### config.mk
export PLATFORM = sky130hd
export DESIGN_NAME = min_raggedness_line_breaker_flat
export DESIGN_NICKNAME = d
export VERILOG_FILES = /design/src/sv/lbr_pkg.sv /design/src/sv/lbr_ifs.sv /design/src/sv/min_raggedness_line_breaker.sv /design/src/sv/lbr_front.sv /design/src/sv/lbr_queue.sv /design/src/sv/lbr_div.sv /design/src/sv/lbr_back.sv /design/src/flat_wrapper.sv
export SDC_FILE = /design/constraint.sdc
export NUM_CORES = 2
export LEC_CHECK = 0
export ABC_AREA = 0
export BUFFER_PORTS_ARGS = -buffer_cell sky130_fd_sc_hd__buf_4
export CAP_MARGIN = 20
export CORE_MARGIN = 2
export CORE_UTILIZATION = 40
export CTS_CLUSTER_SIZE = 28
export DETAILED_ROUTE_END_ITERATION = 12
export GPL_ROUTABILITY_DRIVEN = 0
export PLACE_DENSITY = 0.6
export SYNTH_ARGS = -nofsm -noshare
export SYNTH_HDL_FRONTEND = slang
export SYNTH_SLANG_ARGS = --single-unit
export TNS_END_PERCENT = 10
### constraint.sdc
create_clock -name clk -period 23.8 [get_ports clk]
set_input_delay 1.19 -clock clk [delete_from_list [all_inputs] [get_ports clk]]
set_output_delay 1.19 -clock clk [all_outputs]
set_load 0.01 [all_outputs]
### src/sv/lbr_pkg.sv
`default_nettype none
package lbr_pkg;

    localparam int MAX_WORDS   = 64;
    localparam int IDX_W       = $clog2(MAX_WORDS);
    localparam int CNT_W       = IDX_W + 1;
    localparam int CHAR_W      = 8;
    localparam int WIDTH_W     = 10;
    localparam int USED_W      = WIDTH_W + 1;
    localparam int SQ_W        = 2 * WIDTH_W;
    localparam int COST_W      = 27;
    localparam int QUEUE_DEPTH = 4;
    localparam int QPTR_W      = $clog2(QUEUE_DEPTH);

    localparam logic [WIDTH_W-1:0] LINE_WIDTH_RESET = WIDTH_W'(80);

    // One classified word on its way from the front to the back.
    typedef struct packed {
        logic [CHAR_W-1:0] chars;
        logic              para_end;
        logic              drop;
    } word_tok_t;

endpackage
`default_nettype wire

### src/sv/lbr_ifs.sv
`default_nettype none
interface lbr_word_if;
    import lbr_pkg::*;
    logic                valid;
    logic                ready;
    logic [CHAR_W-1:0]   word_chars;
    logic                paragraph_end;
    modport source (output valid, word_chars, paragraph_end, input ready);
    modport sink   (input valid, word_chars, paragraph_end, output ready);
endinterface

interface lbr_res_if;
    import lbr_pkg::*;
    logic                valid;
    logic                ready;
    logic [WIDTH_W-1:0]  extra_spaces;
    logic                line_end;
    logic                last_word;
    logic                fit_error;
    modport source (output valid, extra_spaces, line_end, last_word, fit_error, input ready);
    modport sink   (input valid, extra_spaces, line_end, last_word, fit_error, output ready);
endinterface

interface lbr_cfg_if;
    import lbr_pkg::*;
    logic                valid;
    logic                ready;
    logic [WIDTH_W-1:0]  line_width;
    modport source (output valid, line_width, input ready);
    modport sink   (input valid, line_width, output ready);
endinterface
`default_nettype wire

### src/sv/min_raggedness_line_breaker.sv
// Minimum-raggedness line breaker.
// Words of one paragraph enter on word_in, one beat per word, as character
// counts; the beat with paragraph_end set closes the paragraph. Results leave
// on res_out, one beat per word in order, with the padding after the word,
// whether a line break follows it, and a last_word mark on the final beat.
// A paragraph with an oversized word or more than 64 words yields a single
// beat with fit_error set. cfg writes line_width, which is sampled when the
// closing word is processed; reset sets it to 80.
// Words are classified by the front and queued (four entries) to the back,
// which stores one word per cycle while it is loading. After the closing word,
// the back runs the dynamic program over one shared compare unit, one
// candidate line at a time, then sets out each line: it totals the words,
// divides the slack by the gaps for a padded line (and divides again when the
// slack does not split evenly over the gaps), and emits one beat per word at
// most per cycle.
// No new word enters the back while a paragraph is being solved or emitted.
// When res_out stalls, the output register holds its beat and the back waits.
// Reset empties the queue, clears the word count and leaves the output idle.
`default_nettype none
module min_raggedness_line_breaker (
    input  wire logic clk,
    input  wire logic rst_n,
    lbr_word_if.sink  word_in,
    lbr_res_if.source res_out,
    lbr_cfg_if.sink   cfg
);
    import lbr_pkg::*;

    logic [WIDTH_W-1:0] width_reg;
    word_tok_t          f_tok;
    logic               f_valid;
    logic               f_ready;
    word_tok_t          b_tok;
    logic               b_valid;
    logic               b_ready;

    // The register port never stalls.
    assign cfg.ready = 1'b1;

    always_ff @(posedge clk or negedge rst_n)
    begin
        if (!rst_n)
        begin
            width_reg <= LINE_WIDTH_RESET;
        end
        else if (cfg.valid)
        begin
            width_reg <= cfg.line_width;
        end
    end

    lbr_front u_front (
        .clk       (clk),
        .rst_n     (rst_n),
        .word_in   (word_in),
        .tok       (f_tok),
        .tok_valid (f_valid),
        .tok_ready (f_ready)
    );

    lbr_queue u_queue (
        .clk        (clk),
        .rst_n      (rst_n),
        .push_tok   (f_tok),
        .push_valid (f_valid),
        .push_ready (f_ready),
        .pop_tok    (b_tok),
        .pop_valid  (b_valid),
        .pop_ready  (b_ready)
    );

    lbr_back u_back (
        .clk       (clk),
        .rst_n     (rst_n),
        .tok       (b_tok),
        .tok_valid (b_valid),
        .tok_ready (b_ready),
        .width     (width_reg),
        .res       (res_out)
    );

    // An error beat is always the single, closing beat of its paragraph.
    a_err_closes: assert property (@(posedge clk) disable iff (!rst_n)
        res_out.valid && res_out.fit_error |-> res_out.last_word && res_out.line_end)
        else $error("error beat without closing marks");

    // The last word of a paragraph always ends a line.
    a_last_ends_line: assert property (@(posedge clk) disable iff (!rst_n)
        res_out.valid && res_out.last_word |-> res_out.line_end)
        else $error("last word without line break");

    // Padding never follows the final word of a line.
    a_no_pad_at_break: assert property (@(posedge clk) disable iff (!rst_n)
        res_out.valid && res_out.line_end |-> res_out.extra_spaces == '0)
        else $error("padding after a line break");
endmodule
`default_nettype wire

### src/sv/lbr_front.sv
`default_nettype none
module lbr_front (
    input  wire logic              clk,
    input  wire logic              rst_n,
    lbr_word_if.sink               word_in,
    output lbr_pkg::word_tok_t     tok,
    output logic                   tok_valid,
    input  wire logic              tok_ready
);
    import lbr_pkg::*;

    logic [CNT_W-1:0] fcnt_reg;
    logic             full;

    // A word beyond the storage depth is marked for dropping.
    assign full          = (fcnt_reg == CNT_W'(MAX_WORDS));
    assign tok.chars     = word_in.word_chars;
    assign tok.para_end  = word_in.paragraph_end;
    assign tok.drop      = full;
    assign tok_valid     = word_in.valid;
    assign word_in.ready = tok_ready;

    always_ff @(posedge clk or negedge rst_n)
    begin
        if (!rst_n)
        begin
            fcnt_reg <= '0;
        end
        else if (word_in.valid && tok_ready)
        begin
            if (word_in.paragraph_end)
            begin
                fcnt_reg <= '0;
            end
            else if (!full)
            begin
                fcnt_reg <= fcnt_reg + CNT_W'(1);
            end
        end
    end
endmodule
`default_nettype wire

### src/sv/lbr_queue.sv
`default_nettype none
module lbr_queue (
    input  wire logic              clk,
    input  wire logic              rst_n,
    input  wire lbr_pkg::word_tok_t push_tok,
    input  wire logic              push_valid,
    output logic                   push_ready,
    output lbr_pkg::word_tok_t     pop_tok,
    output logic                   pop_valid,
    input  wire logic              pop_ready
);
    import lbr_pkg::*;

    word_tok_t           slot_reg [QUEUE_DEPTH];
    logic [QPTR_W-1:0]   wptr_reg;
    logic [QPTR_W-1:0]   rptr_reg;
    logic [QPTR_W:0]     fill_reg;
    logic                do_push;
    logic                do_pop;

    assign push_ready = (fill_reg != (QPTR_W+1)'(QUEUE_DEPTH));
    assign pop_valid  = (fill_reg != '0);
    assign pop_tok    = slot_reg[rptr_reg];
    assign do_push    = push_valid && push_ready;
    assign do_pop     = pop_valid && pop_ready;

    always_ff @(posedge clk)
    begin
        if (do_push)
        begin
            slot_reg[wptr_reg] <= push_tok;
        end
    end

    always_ff @(posedge clk or negedge rst_n)
    begin
        if (!rst_n)
        begin
            wptr_reg <= '0;
            rptr_reg <= '0;
            fill_reg <= '0;
        end
        else
        begin
            if (do_push)
            begin
                wptr_reg <= wptr_reg + QPTR_W'(1);
            end
            if (do_pop)
            begin
                rptr_reg <= rptr_reg + QPTR_W'(1);
            end
            if (do_push && !do_pop)
            begin
                fill_reg <= fill_reg + (QPTR_W+1)'(1);
            end
            else if (do_pop && !do_push)
            begin
                fill_reg <= fill_reg - (QPTR_W+1)'(1);
            end
        end
    end
endmodule
`default_nettype wire

### src/sv/lbr_div.sv
`default_nettype none
module lbr_div (
    input  wire logic                         clk,
    input  wire logic                         rst_n,
    input  wire logic                         start,
    input  wire logic [lbr_pkg::WIDTH_W-1:0]  dividend,
    input  wire logic [lbr_pkg::IDX_W-1:0]    divisor,
    output logic                              done,
    output logic [lbr_pkg::WIDTH_W-1:0]       quot,
    output logic [lbr_pkg::IDX_W-1:0]         rem
);
    import lbr_pkg::*;

    localparam int STEP_W = $clog2(WIDTH_W + 1);

    logic [WIDTH_W-1:0] acc_reg;
    logic [IDX_W-1:0]   rem_reg;
    logic [IDX_W-1:0]   dvs_reg;
    logic [STEP_W-1:0]  step_reg;
    logic               busy_reg;
    logic               done_reg;
    logic [IDX_W:0]     trial;
    logic               fits;

    // Restoring division, one quotient bit per cycle.
    assign trial = {rem_reg, acc_reg[WIDTH_W-1]};
    assign fits  = (trial >= {1'b0, dvs_reg});
    assign done  = done_reg;
    assign quot  = acc_reg;
    assign rem   = rem_reg;

    always_ff @(posedge clk or negedge rst_n)
    begin
        if (!rst_n)
        begin
            busy_reg <= 1'b0;
            done_reg <= 1'b0;
            step_reg <= '0;
        end
        else
        begin
            done_reg <= 1'b0;
            if (start)
            begin
                busy_reg <= 1'b1;
                step_reg <= '0;
            end
            else if (busy_reg)
            begin
                step_reg <= step_reg + STEP_W'(1);
                if (step_reg == STEP_W'(WIDTH_W - 1))
                begin
                    busy_reg <= 1'b0;
                    done_reg <= 1'b1;
                end
            end
        end
    end

    always_ff @(posedge clk)
    begin
        if (start)
        begin
            acc_reg <= dividend;
            rem_reg <= '0;
            dvs_reg <= divisor;
        end
        else if (busy_reg)
        begin
            acc_reg <= {acc_reg[WIDTH_W-2:0], fits};
            rem_reg <= fits ? IDX_W'(trial - {1'b0, dvs_reg}) : IDX_W'(trial);
        end
    end
endmodule
`default_nettype wire

### src/sv/lbr_back.sv
`default_nettype none
module lbr_back (
    input  wire logic                         clk,
    input  wire logic                         rst_n,
    input  wire lbr_pkg::word_tok_t           tok,
    input  wire logic                         tok_valid,
    output logic                              tok_ready,
    input  wire logic [lbr_pkg::WIDTH_W-1:0]  width,
    lbr_res_if.source                         res
);
    import lbr_pkg::*;

    localparam logic [3:0] S_LOAD = 4'd0;
    localparam logic [3:0] S_ERR  = 4'd1;
    localparam logic [3:0] S_DA   = 4'd2;
    localparam logic [3:0] S_DM   = 4'd3;
    localparam logic [3:0] S_DC   = 4'd4;
    localparam logic [3:0] S_DW   = 4'd5;
    localparam logic [3:0] S_EA   = 4'd6;
    localparam logic [3:0] S_EB   = 4'd7;
    localparam logic [3:0] S_SA   = 4'd8;
    localparam logic [3:0] S_SC   = 4'd9;
    localparam logic [3:0] S_DV1  = 4'd10;
    localparam logic [3:0] S_DV2  = 4'd11;
    localparam logic [3:0] S_OUT  = 4'd12;

    logic [CHAR_W-1:0]  len_mem  [MAX_WORDS];
    logic [COST_W-1:0]  cost_mem [MAX_WORDS];
    logic [CNT_W-1:0]   brk_mem  [MAX_WORDS];
    logic [CHAR_W-1:0]  len_rd_reg;
    logic [COST_W-1:0]  cost_rd_reg;
    logic [CNT_W-1:0]   brk_rd_reg;
    logic [IDX_W-1:0]   len_raddr;

    logic [3:0]         st_reg;
    logic [CNT_W-1:0]   cnt_reg;
    logic               ovf_reg;
    logic [CHAR_W-1:0]  maxc_reg;
    logic [CNT_W-1:0]   n_reg;
    logic [WIDTH_W-1:0] w_reg;
    logic [IDX_W-1:0]   i_reg;
    logic [IDX_W-1:0]   j_reg;
    logic [IDX_W-1:0]   k_reg;
    logic [USED_W-1:0]  used_reg;
    logic               have_reg;
    logic [COST_W-1:0]  best_reg;
    logic [CNT_W-1:0]   brk_reg;
    logic [SQ_W-1:0]    prod_reg;
    logic [CNT_W-1:0]   nxt_reg;
    logic [IDX_W-1:0]   gaps_reg;
    logic [WIDTH_W-1:0] q_reg;
    logic [IDX_W-1:0]   r_reg;
    logic [IDX_W-1:0]   d_reg;
    logic [IDX_W-1:0]   bon_reg;
    logic [IDX_W-1:0]   left_reg;
    logic               pad_line_reg;

    logic               o_valid_reg;
    logic [WIDTH_W-1:0] o_extra_reg;
    logic               o_le_reg;
    logic               o_lw_reg;
    logic               o_err_reg;

    logic               div_go_reg;
    logic [WIDTH_W-1:0] div_a_reg;
    logic [IDX_W-1:0]   div_b_reg;
    logic               div_done;
    logic [WIDTH_W-1:0] div_q;
    logic [IDX_W-1:0]   div_r;

    logic               out_free;
    logic [CHAR_W-1:0]  maxc_new;
    logic [USED_W-1:0]  used_dp;
    logic [USED_W-1:0]  used_sum;
    logic [WIDTH_W-1:0] slack_dp;
    logic               dp_last;
    logic [COST_W-1:0]  cost_now;
    logic [CNT_W-1:0]   nxt_raw;
    logic [CNT_W-1:0]   nxt_fix;
    logic               k_le;
    logic               bonus;

    lbr_div u_div (
        .clk      (clk),
        .rst_n    (rst_n),
        .start    (div_go_reg),
        .dividend (div_a_reg),
        .divisor  (div_b_reg),
        .done     (div_done),
        .quot     (div_q),
        .rem      (div_r)
    );

    assign tok_ready = (st_reg == S_LOAD);
    assign out_free  = !o_valid_reg || res.ready;

    assign res.valid        = o_valid_reg;
    assign res.extra_spaces = o_extra_reg;
    assign res.line_end     = o_le_reg;
    assign res.last_word    = o_lw_reg;
    assign res.fit_error    = o_err_reg;

    assign len_raddr = (st_reg == S_SA) ? k_reg : j_reg;
    assign maxc_new  = (tok.chars > maxc_reg) ? tok.chars : maxc_reg;
    assign used_dp   = used_reg + USED_W'(len_rd_reg) + USED_W'(j_reg != i_reg);
    assign used_sum  = used_reg + USED_W'(len_rd_reg) + USED_W'(k_reg != i_reg);
    assign slack_dp  = WIDTH_W'(USED_W'(w_reg) - used_dp);
    assign dp_last   = ((CNT_W'(j_reg) + CNT_W'(1)) == n_reg);
    assign cost_now  = dp_last ? '0 : COST_W'(prod_reg) + cost_rd_reg;
    assign nxt_raw   = brk_rd_reg;
    assign nxt_fix   = (nxt_raw <= CNT_W'(i_reg) || nxt_raw > n_reg) ? n_reg : nxt_raw;
    assign k_le      = ((CNT_W'(k_reg) + CNT_W'(1)) == nxt_reg);
    assign bonus     = pad_line_reg && !k_le && (bon_reg == '0) && (left_reg != '0);

    always_ff @(posedge clk)
    begin
        len_rd_reg  <= len_mem[len_raddr];
        cost_rd_reg <= cost_mem[IDX_W'(j_reg + IDX_W'(1))];
        brk_rd_reg  <= brk_mem[i_reg];
        if (st_reg == S_LOAD && tok_valid && !tok.drop)
        begin
            len_mem[cnt_reg[IDX_W-1:0]] <= tok.chars;
        end
        if (st_reg == S_DW)
        begin
            cost_mem[i_reg] <= best_reg;
            brk_mem[i_reg]  <= brk_reg;
        end
    end

    always_ff @(posedge clk or negedge rst_n)
    begin
        if (!rst_n)
        begin
            st_reg      <= S_LOAD;
            cnt_reg     <= '0;
            ovf_reg     <= 1'b0;
            maxc_reg    <= '0;
            o_valid_reg <= 1'b0;
            div_go_reg  <= 1'b0;
        end
        else
        begin
            div_go_reg <= 1'b0;
            if (o_valid_reg && res.ready)
            begin
                o_valid_reg <= 1'b0;
            end
            case (st_reg)
                S_LOAD:
                begin
                    if (tok_valid)
                    begin
                        if (tok.drop)
                        begin
                            ovf_reg <= 1'b1;
                        end
                        else
                        begin
                            cnt_reg  <= cnt_reg + CNT_W'(1);
                            maxc_reg <= maxc_new;
                        end
                        if (tok.para_end)
                        begin
                            cnt_reg  <= '0;
                            ovf_reg  <= 1'b0;
                            maxc_reg <= '0;
                            w_reg    <= width;
                            n_reg    <= tok.drop ? cnt_reg : cnt_reg + CNT_W'(1);
                            i_reg    <= cnt_reg[IDX_W-1:0];
                            j_reg    <= cnt_reg[IDX_W-1:0];
                            used_reg <= '0;
                            have_reg <= 1'b0;
                            if (ovf_reg || tok.drop || (WIDTH_W'(maxc_new) > width))
                            begin
                                st_reg <= S_ERR;
                            end
                            else
                            begin
                                st_reg <= S_DA;
                            end
                        end
                    end
                end
                S_ERR:
                begin
                    if (out_free)
                    begin
                        o_valid_reg <= 1'b1;
                        o_extra_reg <= '0;
                        o_le_reg    <= 1'b1;
                        o_lw_reg    <= 1'b1;
                        o_err_reg   <= 1'b1;
                        st_reg      <= S_LOAD;
                    end
                end
                S_DA:
                begin
                    st_reg <= S_DM;
                end
                S_DM:
                begin
                    if (used_dp > USED_W'(w_reg))
                    begin
                        st_reg <= S_DW;
                    end
                    else
                    begin
                        prod_reg <= slack_dp * slack_dp;
                        used_reg <= used_dp;
                        st_reg   <= S_DC;
                    end
                end
                S_DC:
                begin
                    if (!have_reg || cost_now <= best_reg)
                    begin
                        best_reg <= cost_now;
                        brk_reg  <= CNT_W'(j_reg) + CNT_W'(1);
                        have_reg <= 1'b1;
                    end
                    if (dp_last)
                    begin
                        st_reg <= S_DW;
                    end
                    else
                    begin
                        j_reg  <= j_reg + IDX_W'(1);
                        st_reg <= S_DA;
                    end
                end
                S_DW:
                begin
                    if (i_reg == '0)
                    begin
                        st_reg <= S_EA;
                    end
                    else
                    begin
                        i_reg    <= i_reg - IDX_W'(1);
                        j_reg    <= i_reg - IDX_W'(1);
                        used_reg <= '0;
                        have_reg <= 1'b0;
                        st_reg   <= S_DA;
                    end
                end
                S_EA:
                begin
                    st_reg <= S_EB;
                end
                S_EB:
                begin
                    nxt_reg  <= nxt_fix;
                    k_reg    <= i_reg;
                    used_reg <= '0;
                    gaps_reg <= IDX_W'(nxt_fix - CNT_W'(i_reg) - CNT_W'(1));
                    if (nxt_fix < n_reg && (nxt_fix - CNT_W'(i_reg)) > CNT_W'(1))
                    begin
                        pad_line_reg <= 1'b1;
                        st_reg       <= S_SA;
                    end
                    else
                    begin
                        pad_line_reg <= 1'b0;
                        q_reg        <= '0;
                        left_reg     <= '0;
                        bon_reg      <= '0;
                        st_reg       <= S_OUT;
                    end
                end
                S_SA:
                begin
                    st_reg <= S_SC;
                end
                S_SC:
                begin
                    used_reg <= used_sum;
                    if ((CNT_W'(k_reg) + CNT_W'(1)) == nxt_reg)
                    begin
                        k_reg      <= i_reg;
                        div_a_reg  <= (used_sum <= USED_W'(w_reg)) ?
                                      WIDTH_W'(USED_W'(w_reg) - used_sum) : '0;
                        div_b_reg  <= gaps_reg;
                        div_go_reg <= 1'b1;
                        st_reg     <= S_DV1;
                    end
                    else
                    begin
                        k_reg  <= k_reg + IDX_W'(1);
                        st_reg <= S_SA;
                    end
                end
                S_DV1:
                begin
                    if (div_done)
                    begin
                        q_reg <= div_q;
                        r_reg <= div_r;
                        if (div_r != '0)
                        begin
                            div_a_reg  <= WIDTH_W'(gaps_reg);
                            div_b_reg  <= div_r;
                            div_go_reg <= 1'b1;
                            st_reg     <= S_DV2;
                        end
                        else
                        begin
                            left_reg <= '0;
                            bon_reg  <= '0;
                            st_reg   <= S_OUT;
                        end
                    end
                end
                S_DV2:
                begin
                    if (div_done)
                    begin
                        d_reg    <= IDX_W'(div_q);
                        bon_reg  <= IDX_W'(div_q) - IDX_W'(1);
                        left_reg <= r_reg;
                        st_reg   <= S_OUT;
                    end
                end
                S_OUT:
                begin
                    if (out_free)
                    begin
                        o_valid_reg <= 1'b1;
                        o_extra_reg <= (pad_line_reg && !k_le) ?
                                       q_reg + WIDTH_W'(bonus) : '0;
                        o_le_reg    <= k_le;
                        o_lw_reg    <= ((CNT_W'(k_reg) + CNT_W'(1)) == n_reg);
                        o_err_reg   <= 1'b0;
                        if (bonus)
                        begin
                            bon_reg  <= d_reg - IDX_W'(1);
                            left_reg <= left_reg - IDX_W'(1);
                        end
                        else if (bon_reg != '0)
                        begin
                            bon_reg <= bon_reg - IDX_W'(1);
                        end
                        if (k_le)
                        begin
                            i_reg <= nxt_reg[IDX_W-1:0];
                            if (nxt_reg == n_reg)
                            begin
                                st_reg <= S_LOAD;
                            end
                            else
                            begin
                                st_reg <= S_EA;
                            end
                        end
                        else
                        begin
                            k_reg <= k_reg + IDX_W'(1);
                        end
                    end
                end
                default:
                begin
                    st_reg <= S_LOAD;
                end
            endcase
        end
    end
endmodule
`default_nettype wire

### src/flat_wrapper.sv
// flat-port wrapper written by rule: the top's interface ports become plain ports
module min_raggedness_line_breaker_flat import lbr_pkg::*;
  (clk, rst_n, word_in_valid, word_in_word_chars, word_in_paragraph_end, word_in_ready, res_out_valid, res_out_extra_spaces, res_out_line_end, res_out_last_word, res_out_fit_error, res_out_ready, cfg_valid, cfg_line_width, cfg_ready);
  lbr_word_if word_in_i ();
  lbr_res_if res_out_i ();
  lbr_cfg_if cfg_i ();
  input  wire logic clk;
  input  wire logic rst_n;
  input wire logic [$bits(word_in_i.valid)-1:0] word_in_valid;
  input wire logic [$bits(word_in_i.word_chars)-1:0] word_in_word_chars;
  input wire logic [$bits(word_in_i.paragraph_end)-1:0] word_in_paragraph_end;
  output wire logic [$bits(word_in_i.ready)-1:0] word_in_ready;
  output wire logic [$bits(res_out_i.valid)-1:0] res_out_valid;
  output wire logic [$bits(res_out_i.extra_spaces)-1:0] res_out_extra_spaces;
  output wire logic [$bits(res_out_i.line_end)-1:0] res_out_line_end;
  output wire logic [$bits(res_out_i.last_word)-1:0] res_out_last_word;
  output wire logic [$bits(res_out_i.fit_error)-1:0] res_out_fit_error;
  input wire logic [$bits(res_out_i.ready)-1:0] res_out_ready;
  input wire logic [$bits(cfg_i.valid)-1:0] cfg_valid;
  input wire logic [$bits(cfg_i.line_width)-1:0] cfg_line_width;
  output wire logic [$bits(cfg_i.ready)-1:0] cfg_ready;
  assign word_in_i.valid = word_in_valid;
  assign word_in_i.word_chars = word_in_word_chars;
  assign word_in_i.paragraph_end = word_in_paragraph_end;
  assign word_in_ready = word_in_i.ready;
  assign res_out_valid = res_out_i.valid;
  assign res_out_extra_spaces = res_out_i.extra_spaces;
  assign res_out_line_end = res_out_i.line_end;
  assign res_out_last_word = res_out_i.last_word;
  assign res_out_fit_error = res_out_i.fit_error;
  assign res_out_i.ready = res_out_ready;
  assign cfg_i.valid = cfg_valid;
  assign cfg_i.line_width = cfg_line_width;
  assign cfg_ready = cfg_i.ready;
  min_raggedness_line_breaker u_core (.clk(clk), .rst_n(rst_n), .word_in(word_in_i), .res_out(res_out_i), .cfg(cfg_i));
endmodule
## Yosys cells after proc, flatten, opt, wreduce, memory -nomap -nowiden

Memories as Yosys holds them, arrays and structs flattened. A register that Yosys moved wholly into a read port is not among the register bits.
Index checks and enable logic that the tools add are counted.

| word-level totals | value |
|---|---|
| flip-flop bits (word level) | 252 |
| latch bits | 0 |
| memory bits (writable) | 2,728 |
| memory bits (read-only) | 0 |
| output and inout bits | 16 |
| logic and storage cells | 297 |
| memories | 4 |

| cells by class | value |
|---|---|
| $add $sub $neg | 26 |
| multipliers | 1 |
| divide/modulo/power cells | 0 |
| $lt $le $gt $ge | 10 |
| equal/unequal tests | 41 |
| shifts and indexed selects | 0 |
| mux-type cells | 112 |
| bitwise gates (word level) | 1 |
| reduce and logical (&&, ||, !) cells | 61 |

Memories:

| memory | words | width | rd ports | clocked after memory_dff | wr ports | RTL line | source |
|---|---|---|---|---|---|---|---|
| u_core.u_back.cost_mem | 64 | 27 | 1 | 1 | 1 | lbr_back.sv:28 | `logic [COST_W-1:0] cost_mem [MAX_WORDS];` |
| u_core.u_back.len_mem | 64 | 8 | 1 | 1 | 1 | lbr_back.sv:27 | `logic [CHAR_W-1:0] len_mem [MAX_WORDS];` |
| u_core.u_back.brk_mem | 64 | 7 | 1 | 1 | 1 | lbr_back.sv:29 | `logic [CNT_W-1:0] brk_mem [MAX_WORDS];` |
| u_core.u_queue.slot_reg | 4 | 10 | 1 | 0 | 1 | lbr_queue.sv:14 | `word_tok_t slot_reg [QUEUE_DEPTH];` |

Operator list:

| kind | count |
|---|---|
| 2-to-1 mux 6 bit | 24 |
| 2-to-1 mux 10 bit | 11 |
| case mux 10 bit (2 select lines) | 3 |
| case mux 11 bit (5 select lines) | 1 |
| case mux 6 bit (3 select lines) | 3 |
| case mux 4 bit (13 select lines) | 1 |
| case mux 6 bit (4 select lines) | 2 |
| 2-to-1 mux 11 bit | 4 |
| 2-to-1 mux 4 bit | 9 |
| subtractor 6 x 1 -> 6 bit (second input constant) | 6 |
| 2-to-1 mux 7 bit | 5 |
| 2-to-1 mux 1 bit | 30 |
| inequality test 2 bit (second input constant) | 15 |
| == test 7 bit | 4 |
| adder 20 x 27 -> 27 bit | 1 |
| less-or-equal comparator 27 bit | 1 |
| 2-to-1 mux 27 bit | 1 |
| == test 4 bit (second input constant) | 6 |
| 2-to-1 mux 8 bit | 3 |
| adder 11 x 1 -> 11 bit | 2 |
| 2-to-1 mux 3 bit | 7 |
| multiplier 10 x 10 -> 20 bit | 1 |
| subtractor 10 bit | 2 |
| AND reduction 3 bit | 6 |
| 49 further kinds | 104 |

## Logic depth before layout (Yosys ltp)

| logic depth | value |
|---|---|
| word-level depth | 10 |
| mapped depth | 37 |
| gate-level depth less buffers | 34 |

## Hierarchy

A second synthesis with hierarchy kept.

| unflattened totals | value |
|---|---|
| cell total of the unflattened synthesis | 6,362 |
| area, all modules | 123,129.3 µm² |

Modules (own cells, without submodules):

| module | times used | cells an instance | area each (µm²) | sequential area each (µm²) |
|---|---|---|---|---|
| lbr_back | 1 | 6,065 | 118,817.7 | 87,423.8 |
| lbr_queue | 1 | 87 | 1,870.5 | 1,376.3 |
| lbr_div | 1 | 124 | 1,468.9 | 750.7 |
| lbr_front | 1 | 63 | 546.8 | 175.2 |
| min_raggedness_line_breaker | 1 | 23 | 425.4 | 252.7 |

## Worst setup path after synthesis

Ideal clock, no wire load.

| timing | value |
|---|---|
| path kind | register to register |
| start | register u_core.u_back.j_reg[0] |
| end | register u_core.u_back.prod_reg[18], data pin |
| setup time | 0.258 ns |
| data arrival time | 7.962 ns |
| data required time | 23.542 ns |
| slack | 15.580 ns |
| cell stages (with the launch flop) | 37 |
| path through | edfxtp_1 -> clkbuf_1 -> buf_2 -> buf_2 -> xor2_1 -> nor4_1 -> nand3_1 -> ha_1 -> ha_1 -> xnor2_1 -> inv_1 -> ha_1 -> nor2b_1 -> o21ai_0 -> nand2b_1 -> a21o_1 -> a21oi_1 -> xnor2_1 -> clkbuf_1 -> nand2_1 -> fa_1 -> inv_1 -> ha_1 -> inv_1 -> fa_1 -> fa_1 -> inv_1 -> fa_1 -> ha_1 -> and2_1 -> a31o_2 -> a31oi_1 -> a211oi_1 -> a211oi_1 -> o21ai_0 -> a21oi_1 -> xnor2_1 |

| on the way | value |
|---|---|
| longest elaborated chain between the ends | 4 |

RTL lines:

| item | RTL line | source |
|---|---|---|
| from (decl) | lbr_back.sv:42 | `logic [IDX_W-1:0] j_reg;` |
| from (signal assigned) | lbr_back.sv:171 | `j_reg <= cnt_reg[IDX_W-1:0];` |
| from (signal assigned) | lbr_back.sv:228 | `j_reg <= j_reg + IDX_W'(1);` |
| from (signal assigned) | lbr_back.sv:241 | `j_reg <= i_reg - IDX_W'(1);` |
| inequality test 6 bit | lbr_back.sv:105 | `assign used_dp = used_reg + USED_W'(len_rd_reg) + USED_W'(j_reg != i_reg);` |
| adder 11 x 1 -> 11 bit | lbr_back.sv:105 |  |
| subtractor 10 bit | lbr_back.sv:107 | `assign slack_dp = WIDTH_W'(USED_W'(w_reg) - used_dp);` |
| multiplier 10 x 10 -> 20 bit | lbr_back.sv:209 | `prod_reg <= slack_dp * slack_dp;` |
| to (signal assigned) | lbr_back.sv:209 |  |
| to (decl) | lbr_back.sv:48 | `logic [SQ_W-1:0] prod_reg;` |

No other way between the ends.
A chain may end at the register's enable or synchronous reset.

## Worst setup path after layout

Ends and elaborated chain as after synthesis.

==> key figures <==
Yosys
  – EDFF count, synth: 2,921
  – Synth cell types: between 100 and 150
  – Synth Instances: between 6,000 and 7,000
  – Post-Syn Nets: ~6,700
  – Sequential-to-total area share from yosys stat: 73.1%
  – Post-synthesis cell area: roughly 120,000 sq um
  – Number of synthesized register bits: 3,021
  – Top-area cell type share of the netlist area: 71.2%
  – Post-synth top flop: edfxtp_1
  – Synth warnings: 0
  – Synth area leader: edfxtp_1
  – Post-synth ARST share: 1.72%
  – Leading post-synthesis cells by cell area: edfxtp_1 71%, mux4_2 13%, ha_1 2.1%, a22oi_1 1.3%, dfrtp_1 1.0%
  – Synth Area per Inst: 19.2 sq um

Cells and area
  – Most common cell after layout, fill and taps aside: edfxtp_1
  – Biggest register: u_core.u_back.cost_mem
  – Commonest cells after routing, fill and taps aside: 2,921 x edfxtp_1, 705 x mux4_2, 318 x clkbuf_16
  – Number of nets in the layout: 6,915
  – Area growth syn-to-layout: 13.0%
  – Max FFs per register: roughly 1,700
  – Layout cells sized above 1: 21.9%
  – Seq. cell area: 90,000 sq um
  – Multi-input gate area: between 30,000 and 40,000 sq um
  – Fillers: 25,700
  – Final Non-Filler Cells: 11,000

Setup path
  – Maximum fanout along the worst path: 36
  – Endpoint class of the critical path: flop
  – CP dominant cell by count: ha_1
  – Worst Path Arrival: 10.07 ns
  – Crit-path max cell delay: 0.58 ns
  – Crit start category: flop
  – CP max stage cell: buf_4
  – CP Class: flop to flop
  – CP required: 24.38 ns

Clock network
  – Num CTS Buffers: 311
  – Post-CTS setup buffer count: 0
  – PostCTS Resize Cnt: 0
  – Clk root buf: clkbuf_16
  – TritonCTS clock tree: yes
  – Hold buffer count at CTS: 0
  – H-tree levels: 5
  – Clock Sinks: 3,021
  – Worst-Skew Late Latency: 0.88 ns
  – Clock-pin slew on the worst setup and hold paths: roughly 0.060 ns
  – Clk buf depth: 4

Timing
  – Post-route clock period utilization: 39.9%
  – Slew Viols, Final: 0
  – Max Clk Rate: 105 MHz
  – Final setup violation count: 0
  – RSZ-0062 raised after global routing: no
  – Min cycle time layout: 9.49 ns
  – Worst slew margin: 27.9%
  – Worst-Margin Slew: 1.07 ns
  – Setup tns final: 0 ns
  – Final hold slack: 0.264 ns
  – Final hold vios: 0
  – Layout Skew: 0.0785 ns

Global route
  – First-pass GRT wire length: 447 mm
  – Initial antenna violation count: 20
  – Gr ovfl total: 0
  – Vias in the first global route: 63,700
  – All-Layer GR Usage: roughly a fifth
  – Largest net degree at the start of global routing: approximately 130

Floorplanning
  – FP Rows: 203
  – Core area: just over 300,000 sq um
  – Chip height: 559 um
  – Die area: 312,000 sq um
  – Starting Density: a little over 40%
  – Die extent in x: approximately 560 um
  – IO Count: 40

Routing
  – Antenna-violating nets left: 0
  – Avg Vias per Cell: about 5.7
  – Drt wl/cell: about 28 um
  – Post-route DRC: 0
  – Iter 0 DRT Violations: a little under 7,000
  – First-pass DRT Iterations: 6
  – Total number of vias: between 60,000 and 70,000
  – Final WL: 308 mm

Placement
  – Dpl hpwl: 175 mm
  – Buffers on Ports: 38
  – Placed cells: between 10,000 and 15,000

Run status
  – Status: finished clean

Worst hold path
  – Hold WC Path Type: input port to async pin

Job
  – MaxCap Viol Count: 0
[final timing paths]
path / to / from / cells after the start / slack (ns)
setup / recovery: u_core.u_back.prod_reg[18]$_DFFE_PP_ / u_core.u_back.j_reg[0]$_DFFE_PP_ / 33 / 14.31
hold / removal: u_core.u_queue.wptr_reg[1]$_DFFE_PN0P_ / rst_n / 1 / 0.26
setup reg to reg: u_core.u_back.prod_reg[18]$_DFFE_PP_ / u_core.u_back.j_reg[0]$_DFFE_PP_ / 33 / 14.31
hold reg to reg: u_core.u_back.u_div.dvs_reg[4]$_DFFE_PP_ / u_core.u_back.div_b_reg[4]$_DFFE_PP_ / 0 / 0.40
max in group asynchronous: u_core.width_reg[4]$_DFFE_PN1P_ / rst_n / 2 / 22.54
min in group clk: u_core.u_back.u_div.dvs_reg[4]$_DFFE_PP_ / u_core.u_back.div_b_reg[4]$_DFFE_PP_ / 0 / 0.40
[metrics by stage]
stage	instance area (sq um)	worst slack, ns	utilization, %
CTS	139000	14.30	45.5
global placement	129000	14.45	42.3
global route	139000	13.71	45.5
floorplan	123000	15.58	-
finish	139000	14.31	45.5
detailed placement	129000	14.34	42.3
[Yosys cell counts, types with 52 or more instances]
master	number
nand3_1	92
nor2_1	303
xor2_1	67
clkbuf_1	198
o21ai_0	98
a22oi_1	210
mux4_2	705
inv_1	211
buf_1	67
a21oi_1	120
xnor2_1	100
edfxtp_1	2921
fa_1	52
ha_1	209
and3_1	54
nand2_1	294
[metal layers]
metal  part of all wire, %  track usage (%)
met5                     0                0
met3                   7.6             2.89
met2                    48             31.5
met4                   2.0             4.34
met1                    43             28.2
[final cells by class]
class / instances / share of cell area, %
timing repair buffer: 210 / 1.20
antenna: 9 / 0.0162
tap: 4100 / 3.69
sequential: 3021 / 64.6
clock buffer: 384 / 5.98
multi-input combinational: 2869 / 22.9
clock inverter: 168 / 0.999
inverter: 217 / 0.585
[worst max-delay path: cells and delay by family, from the launching register on]
family / cells / cell delay, ns
and+or+nand+nor: 5 / 1.06
adders and majority gates: 9 / 3.43
DFF: 1 / 0.32
xor gates and xnor gates: 4 / 0.89
buffers and inverters: 6 / 1.27
AOI/OAI and AO/OA: 9 / 2.27
[logic make-up after synthesis]
logic type               Yosys count  share of synthesized area [%]
flip-flops                      3021                           73.1
AO/OA/AOI/OAI                    694                           3.96
other                              1                        0.00304
XOR/XNOR                         175                           1.30
buffers and inverters            514                           1.63
adder cells (fa/ha/maj)          261                           2.97
AND/OR/NAND/NOR                  981                           3.73
multiplexers                     757                           13.4
Power is not shown: default switching activity piles up to over one toggle a cycle in this logic, so the estimate is an artifact.
